## src/rtl/ppa_pkg.sv

```systemverilog
// shared types and constants for the partitioned page allocator
`timescale 1ns / 1ps
package ppa_pkg;
  localparam int NUM_CPUS = 8;
  localparam int CPU_W = 3;
  localparam int ADDR_W = 34;
  localparam int END_W = 35;
  localparam int STATUS_W = 2;
  localparam int CFG_IDX_W = 1;

  typedef enum logic [CFG_IDX_W-1:0] {
    CFG_REGION_START = 1'b0,
    CFG_REGION_END   = 1'b1
  } cfg_idx_t;

  typedef enum logic [STATUS_W-1:0] {
    ST_OK       = 2'd0,
    ST_EMPTY    = 2'd1,
    ST_BAD_ADDR = 2'd2
  } status_t;

  typedef enum logic {
    CMD_ALLOC = 1'b0,
    CMD_FREE  = 1'b1
  } cmd_t;

  typedef struct packed {
    logic              cmd;
    logic [CPU_W-1:0]  cpu_id;
    logic [ADDR_W-1:0] page_addr;
  } req_t;

  typedef struct packed {
    logic [STATUS_W-1:0] status;
    logic [ADDR_W-1:0]   alloc_addr;
    logic [CPU_W-1:0]    partition;
  } rsp_t;

  typedef enum logic [1:0] {
    BK_IDLE,
    BK_READ,
    BK_DONE
  } back_state_t;
endpackage

```

## src/rtl/ppa_front.sv

```systemverilog
// front end: request queue, free address check and partition lookup
`timescale 1ns / 1ps
module ppa_front #(
  parameter int PAGE_BYTES = 4096,
  parameter int IDX_W = 15,
  parameter int PART_W = 3
) (
  input  logic                       clk,
  input  logic                       rst,
  input  logic                       in_valid,
  input  ppa_pkg::req_t              in_req,
  output logic                       in_full,
  input  logic [ppa_pkg::ADDR_W-1:0] base,
  input  logic [IDX_W:0]             total,
  input  logic [IDX_W:0]             per,
  output logic                       q_valid,
  output ppa_pkg::req_t              q_req,
  output logic                       q_bad,
  output logic [IDX_W-1:0]           q_idx,
  output logic [PART_W-1:0]          q_part,
  input  logic                       q_pop
);
  localparam int OFF_W = $clog2(PAGE_BYTES);
  localparam int DEPTH = 2;

  // stage 1: register the request, its bad address flag and the raw offset
  logic                       s1_valid;
  ppa_pkg::req_t              s1_req;
  logic                       s1_bad;
  logic [ppa_pkg::ADDR_W-1:0] s1_diff;
  logic                       s2_go;
  logic                       s1_bad_c;
  logic [ppa_pkg::ADDR_W-1:0] diff_c;

  always_comb begin
    diff_c = in_req.page_addr - base;
    s1_bad_c = (in_req.page_addr[OFF_W-1:0] != '0) || (in_req.page_addr < base)
      || ({{(ppa_pkg::ADDR_W-IDX_W-1){1'b0}}, total} <= (diff_c >> OFF_W));
  end

  // queue of classified requests
  ppa_pkg::req_t     qr   [DEPTH];
  logic              qb   [DEPTH];
  logic [IDX_W-1:0]  qi   [DEPTH];
  logic [PART_W-1:0] qp   [DEPTH];
  logic              wp, rp;
  logic [1:0]        cnt;

  assign in_full = s1_valid && (cnt == 2'(DEPTH));
  assign s2_go = s1_valid && (cnt != 2'(DEPTH));

  // owner search: compare against each partition boundary, clamp to the last
  logic [IDX_W-1:0]  idx_c;
  logic [PART_W-1:0] part_c;
  always_comb begin
    idx_c = s1_diff[OFF_W +: IDX_W];
    part_c = PART_W'(ppa_pkg::NUM_CPUS - 1);
    if (per != '0) begin
      part_c = '0;
      for (int k = 1; k < ppa_pkg::NUM_CPUS; k++) begin
        if ((IDX_W+PART_W+1)'(idx_c) >= (IDX_W+PART_W+1)'(per) * (IDX_W+PART_W+1)'(k))
          part_c = PART_W'(k);
      end
    end
  end

  always_ff @(posedge clk) begin
    if (rst) begin
      s1_valid <= 1'b0;
      wp <= 1'b0;
      rp <= 1'b0;
      cnt <= '0;
    end else begin
      if (in_valid)
        s1_valid <= 1'b1;
      else if (s2_go)
        s1_valid <= 1'b0;
      if (s2_go)
        wp <= ~wp;
      if (q_pop)
        rp <= ~rp;
      cnt <= cnt + 2'(s2_go) - 2'(q_pop);
    end
    if (in_valid) begin
      s1_req <= in_req;
      s1_bad <= s1_bad_c;
      s1_diff <= diff_c;
    end
    if (s2_go) begin
      qr[wp] <= s1_req;
      qb[wp] <= s1_bad;
      qi[wp] <= idx_c;
      qp[wp] <= part_c;
    end
  end

  assign q_valid = (cnt != '0);
  assign q_req = qr[rp];
  assign q_bad = qb[rp];
  assign q_idx = qi[rp];
  assign q_part = qp[rp];
endmodule

```

## config.mk

```make
export PLATFORM = sky130hd
export DESIGN_NAME = ppa_front
export DESIGN_NICKNAME = d
export VERILOG_FILES = /design/src/rtl/ppa_pkg.sv /design/src/rtl/ppa_front.sv
export SDC_FILE = /design/constraint.sdc
export NUM_CORES = 1
export LEC_CHECK = 0
export ABC_AREA = 1
export ABC_CLOCK_PERIOD_IN_PS = 6400
export CAP_MARGIN = 5
export CELL_PAD_IN_SITES_DETAIL_PLACEMENT = 1
export CELL_PAD_IN_SITES_GLOBAL_PLACEMENT = 1
export CORE_MARGIN = 2
export CORE_UTILIZATION = 55
export CTS_BUF_LIST = sky130_fd_sc_hd__clkbuf_8
export DETAILED_ROUTE_END_ITERATION = 16
export DONT_BUFFER_PORTS = 1
export GPL_TIMING_DRIVEN = 0
export PLACE_DENSITY_LB_ADDON = 0.1
export SETUP_SLACK_MARGIN = 0.4
export SYNTH_ARGS = -nofsm -noshare
export SYNTH_HDL_FRONTEND = slang
export SYNTH_SLANG_ARGS = --single-unit
```

## constraint.sdc

```tcl
create_clock -name clk -period 6.4 [get_ports clk]
set_input_delay 0.64 -clock clk [delete_from_list [all_inputs] [get_ports clk]]
set_output_delay 0.64 -clock clk [all_outputs]
set_load 0.01 [all_outputs]
```

==> flow_metrics.env, run 1 <==
export IMPL_status="completed"
export IMPL_vdd_drop_max_v=0.0001446
export IMPL_syn_inst=1399
export IMPL_antenna_found_initial=0
export IMPL_drive_above_1_share_pct=8.856
export IMPL_wirelength_um=39750
export IMPL_yosys_register_bits=174
export IMPL_critPathArrivalTime_ns=4.54
export IMPL_grt_overflow_total=0
export IMPL_final_common_cell="nand2_1"
export IMPL_path_class="in2reg"
export IMPL_end_kind="register"
export IMPL_wl_per_cell_um=22.60
export IMPL_nNetsFinal=1758
export IMPL_clk_path_buf_depth=2
export IMPL_die_area_um2=25650
export IMPL_synth_edf_count=168
export IMPL_drc=0
export IMPL_period_minus_slack_ns=4.360
export IMPL_setup_tns_ns=0
export IMPL_viasPerCell=6.052
export IMPL_rsz0062_at_grt="no"
export IMPL_final_cell_mix="nand2_1 (227), ha_1 (211), inv_1 (180)"
export IMPL_cp_num_buf_inv=0
export IMPL_yosysWarnings=0
export IMPL_fin_skew_ns=0.03027
export IMPL_hold_class="in2reg"
export IMPL_worst_pin_slew_ns=1.046
export IMPL_path_cells="ha_1 > fa_1 > nand2_1 > nand3_2 > a31o_2 > xnor2_1 > ha_1 > nand2_1 > nor2_1 > nand4_1 > nor2_1 > nor3_1 > nand2_1 > o21ai_0 > nand3b_1 > a21o_1 > nand2_1 > nand2_1 > a21oi_1 > nand2_1"
export IMPL_max_cap_violations=0
export IMPL_ant_nets=0
export IMPL_die_h_um=160.2
export IMPL_critPathMaxStageDelay_ns=0.50
export IMPL_power_leakage_uw=0.006270
export IMPL_gp_congestion=0.9384
export IMPL_syn_area_um2=13410
export IMPL_drv_slew=0
export IMPL_clock_sinks=174
export IMPL_required_ns=6.58
export IMPL_cts_root_buf="clkbuf_8"
export IMPL_grt_max_degree=56
export IMPL_die_x_um=160.2
export IMPL_dr_pass1_iters=5
export IMPL_grt_pass1_wl_um=61790
export IMPL_clkLatencyLatePin_ns=0.47
export IMPL_cp_max_fo=7
export IMPL_syn_nets=1736
export IMPL_coreArea_um2=24110
export IMPL_hold_violations=0
export IMPL_power_density_nw_per_um2=248.9
export IMPL_cts_hold_buf=0
export IMPL_rows=57
export IMPL_place_hpwl_um=31970
export IMPL_r2r_slack_ns=3.13
export IMPL_htreeDepth=4
export IMPL_cts_resized=0
export IMPL_start_kind="primary input"
export IMPL_fmax_mhz=229.4
export IMPL_placed_area_um2=13900
export IMPL_grt_pass1_vias=11840
export IMPL_synth_top_flop_cell="edfxtp_1"
export IMPL_timing_final_crit_share_pct=68.12
export IMPL_cpMostUsedCell="nand2_1"
export IMPL_relSlewSlack_pct=30.08
export IMPL_ios=167
export IMPL_fin_area_um2=14310
export IMPL_yosysSeqAreaShare_pct=38.51
export IMPL_initial_utilization_pct=55.64
export IMPL_dr_total_vias=10650
export IMPL_critPathTopFamily="simple AND/OR/NAND/NOR gates"
export IMPL_syn_avg_cell_area_um2=9.587
export IMPL_cts_tree="done"
export IMPL_finalPower_uw=3560
export IMPL_synth_async_reset_ratio_pct=0
export IMPL_syn_to_final_growth_pct=6.670
export IMPL_synth_distinct_cells=54
export IMPL_portBuffers=0
export IMPL_drt_iter0_markers=590
export IMPL_critical_path_slowest_cell="fa_1"
export IMPL_cts_buffers=17
export IMPL_hold_slack_ns=0.2447
export IMPL_path_clk_slew_ns=0.10
export IMPL_final_setup_viol_count=0
export IMPL_cts_setup_buffers=0
export IMPL_grt_use_total_pct=31.31
[power by group]
group	leakage, µW	switching, µW	internal [µW]	total (µW)
clock	0.000207	452	330	782
combinational	0.00444	810	499	1310
sequential	0.00162	102	1370	1470
[layout make-up]
| class | instances | area (µm²) |
|---|---|---|
| repair buffers | 3 | 67.56 |
| plain buffers | 7 | 27.53 |
| clock buffers | 17 | 234.0 |
| clock inverters | 15 | 170.2 |
| flip-flops and latches | 174 | 5165 |
| well taps | 324 | 405.4 |
| fillers | 2788 | 9799 |
| diodes | 1 | 2.502 |
| inverters | 183 | 686.9 |
| multi-input cells | 1035 | 7547 |
[state kept, by name (all words and copies together) (netlist names), named ones only]
name / cells
qp: 6
s1_diff: 15
rp: 1
s1_valid: 1
wp: 1
qr: 76
cnt: 2
s1_req: 38
qb: 2
s1_bad: 1
qi: 30
[metal layers]
layer,up-vias,global-route usage [%],routed length [µm]
li1,4965,-,-
met1,5235,32.65,14890
met2,321,59.86,21060
met3,124,5.455,1836
met4,0,16.13,1968
met5,-,0,0
[synth_stat cells, types with 4 or more instances]
cell type	instances	area share, %
a21o_1	11	0.62
a21oi_2	5	0.33
o21ai_1	5	0.19
inv_1	180	5.0
ha_1	211	20
nand2_1	227	6.4
nand3_1	45	1.7
xor2_1	31	2.0
nand3b_1	4	0.22
a31oi_1	5	0.23
nor3_1	19	0.71
dfxtp_1	6	0.90
a21oi_1	134	5.0
mux2_2	57	4.8
nor4_1	12	0.56
o21bai_1	6	0.34
fa_1	18	2.7
o21a_1	4	0.22
xnor2_1	23	1.5
o211ai_1	5	0.28
a211oi_1	4	0.22
nand3_2	6	0.45
edfxtp_1	168	38
o21ai_0	52	1.9
clkbuf_1	6	0.17
nand4_1	22	1.0
nor2_1	91	2.5
nor3b_1	4	0.22
[kinds of logic (layout without fill, tap and decap cells)]
group | count (synthesis) | in the layout | synth area share, %
compound gates | 253 | 253 | 10.87
xor+xnor | 56 | 56 | 3.825
fa+ha+maj | 229 | 229 | 22.37
buf+inv | 190 | 225 | 5.327
flops | 174 | 174 | 38.51
mux | 57 | 57 | 4.786
other cells | 0 | 1 | 0
simple gates | 440 | 440 | 14.31
[final timing paths]
check | depth (start not counted) | to | from
max | 20 | qp[0][1] | per[0]
min | 1 | register | rst
max reg2reg | 14 | qp[0][1] | s1_diff[18]
min reg2reg | 0 | qr[1][12] | s1_req[12]
[metrics by stage]
step / worst slack, ns / instances / utilization, %
floorplan: 2.588 / 1399 / -
global placement: 1.283 / 1723 / 57.32
detailed placement: 1.550 / 1726 / 57.66
CTS: 2.035 / 1758 / 59.34
global route: 1.793 / 1758 / 59.34
finish: 2.040 / 1759 / 59.35
Note: power is estimated with default switching activity, not from simulation.
==> run 2, diff against run 1 <==
--- a/config.mk
+++ b/config.mk
@@ -6,12 +6,12 @@
 export NUM_CORES = 1
 export LEC_CHECK = 0
 export ABC_AREA = 1
-export ABC_CLOCK_PERIOD_IN_PS = 6400
+export ABC_CLOCK_PERIOD_IN_PS = 4000
 export CAP_MARGIN = 5
 export CELL_PAD_IN_SITES_DETAIL_PLACEMENT = 1
 export CELL_PAD_IN_SITES_GLOBAL_PLACEMENT = 1
 export CORE_MARGIN = 2
-export CORE_UTILIZATION = 55
+export CORE_UTILIZATION = 47
 export CTS_BUF_LIST = sky130_fd_sc_hd__clkbuf_8
 export DETAILED_ROUTE_END_ITERATION = 16
 export DONT_BUFFER_PORTS = 1
==> constraint.sdc (replaced) <==
create_clock -name clk -period 4 [get_ports clk]
set_input_delay 0.4 -clock clk [delete_from_list [all_inputs] [get_ports clk]]
set_output_delay 0.4 -clock clk [all_outputs]
set_load 0.01 [all_outputs]
==> flow_metrics.env, run 2 (synthesized netlist as in run 1, its figures left out) <==
export IMPL_cts_tree="done"
export IMPL_start_kind="primary input"
export IMPL_grt_pass1_wl_um=61730
export IMPL_path_clk_slew_ns=0.11
export IMPL_wl_per_cell_um=21.05
export IMPL_final_common_cell="nand2_1"
export IMPL_critical_path_slowest_cell="fa_1"
export IMPL_vdd_drop_max_v=0.0003190
export IMPL_drive_above_1_share_pct=12.51
export IMPL_grt_max_degree=46
export IMPL_period_minus_slack_ns=3.458
export IMPL_path_cells="fa_1 > ha_4 > a21oi_4 > o21ai_1 > nor2_2 > o21ai_2 > nand2_1 > nand2_1 > a21oi_2 > xor2_1 > ha_1 > nand2_2 > inv_1 > a221oi_2 > o41ai_2 > inv_1 > nand2_2 > nand3_2 > nor3b_4 > a21oi_2 > nand2_2"
export IMPL_fmax_mhz=289.2
export IMPL_htreeDepth=4
export IMPL_drv_slew=0
export IMPL_grt_pass1_vias=11550
export IMPL_grt_overflow_total=0
export IMPL_worstHoldStart="in_valid"
export IMPL_crit_start="per[4]"
export IMPL_clk_path_buf_depth=2
export IMPL_path_class="in2reg"
export IMPL_largest_register="qr"
export IMPL_drt_iter0_markers=431
export IMPL_dr_wl_met3_um=1484
export IMPL_top_regs="qr (76), s1_req (38), qi (30)"
export IMPL_critPathMaxStageDelay_ns=0.60
export IMPL_power_leakage_uw=0.006546
export IMPL_die_x_um=172.9
export IMPL_ant_nets=0
export IMPL_clock_sinks=174
export IMPL_met2_length_um=20880
export IMPL_viasPerCell=5.606
export IMPL_gp_congestion=0.8625
export IMPL_final_setup_viol_count=0
export IMPL_n_antenna_cell=0
export IMPL_worst_pin_slew_ns=0.9293
export IMPL_fin_skew_ns=0.01734
export IMPL_hold_violations=0
export IMPL_cts_root_buf="clkbuf_8"
export IMPL_place_hpwl_um=30870
export IMPL_cts_buffers=17
export IMPL_cpMostUsedCell="nand2_2"
export IMPL_multi_input_area_um2=7787
export IMPL_required_ns=4.20
export IMPL_die_area_um2=29900
export IMPL_timing_final_crit_share_pct=86.45
export IMPL_clkLatencyLatePin_ns=0.48
export IMPL_cp_max_fo=8
export IMPL_die_h_um=172.9
export IMPL_max_cap_violations=0
export IMPL_placed_area_um2=13980
export IMPL_rsz0062_at_grt="no"
export IMPL_power_density_nw_per_um2=392.6
export IMPL_fin_area_um2=15150
export IMPL_rows=61
export IMPL_nNetsFinal=1811
export IMPL_fin_util_pct=54.24
export IMPL_syn_to_final_growth_pct=12.98
export IMPL_wirelength_um=39250
export IMPL_antenna_found_initial=1
export IMPL_initial_utilization_pct=48.01
export IMPL_seq_area_um2=5165
export IMPL_final_cell_mix="nand2_1 (221), ha_1 (206), inv_1 (179)"
export IMPL_highest_layer="met4"
export IMPL_grt_use_total_pct=26.45
export IMPL_dr_pass1_iters=5
export IMPL_portBuffers=0
export IMPL_hold_class="in2reg"
export IMPL_critPathTopFamily="adder cells"
export IMPL_critPathArrivalTime_ns=3.66
export IMPL_cp_num_buf_inv=2
export IMPL_drt_met1_wl_um=16020
export IMPL_ios=167
export IMPL_relSlewSlack_pct=38.05
export IMPL_largest_reg_flops=76
export IMPL_dr_total_vias=10460
export IMPL_coreArea_um2=27930
export IMPL_r2r_start="s1_diff[22]"
export IMPL_end_kind="register"
export IMPL_drc=0
export IMPL_status="completed"
export IMPL_fill_cells=3207
export IMPL_hold_slack_ns=0.03213
## run 2: final cells by class
cell class,count,share of cell area (%)
Multi-Input combinational cell,1035,51.40
Sequential cell,174,34.09
Inverter,183,4.533
Timing Repair Buffer,56,3.765
Tap cell,378,3.121
Clock buffer,17,1.544
Clock inverter,15,1.371
Buffer,7,0.1817
## run 2: repair_timing
| action | in CTS | in global routing |
|---|---|---|
| hold endpoints to repair | 54 | 0 |
| hold buffers | 40 | 0 |
| gates resized for setup | 9 | 44 |
| pin swaps | 7 | 20 |
| setup buffers | 3 | 9 |
| setup endpoints to repair | 6 | 7 |
## run 2: power by group
group / total (µW) / internal [µW] / switching [µW]
sequential: 2340 / 2180 / 152
clock: 1320 / 548 / 768
combinational: 2300 / 922 / 1370
total: 5950 / 3650 / 2290
## run 2: final timing paths
check | cells past startpoint | to | slack, ns
setup / recovery | 21 | qp[0][1] | 0.54
hold / removal | 0 | s1_req[24] | 0.03
setup reg to reg | 14 | qp[0][1] | 1.08
hold reg to reg | 0 | qr[1][1] | 0.45
## run 2: metal layers
| metal | up-vias | track usage, % |
|---|---|---|
| li1 | 5064 | - |
| met1 | 5154 | 30.63 |
| met2 | 198 | 50.10 |
| met3 | 39 | 4.354 |
| met4 | 0 | 7.239 |
| met5 | - | 0 |
## run 2: stage by stage
| step | cells | worst slack, ns | power, µW | TNS, ns |
|---|---|---|---|---|
| finish | 1865 | 0.5420 | 5949 | 0 |
| floorplan | 1399 | 0.4281 | 3824 | 0 |
| global route | 1865 | 0.3469 | 6347 | 0 |
| CTS | 1856 | 0.4020 | 5834 | 0 |
| detailed placement | 1781 | -0.4163 | 4454 | -2.289 |
| global placement | 1777 | -1.268 | 4335 | -143.53 |
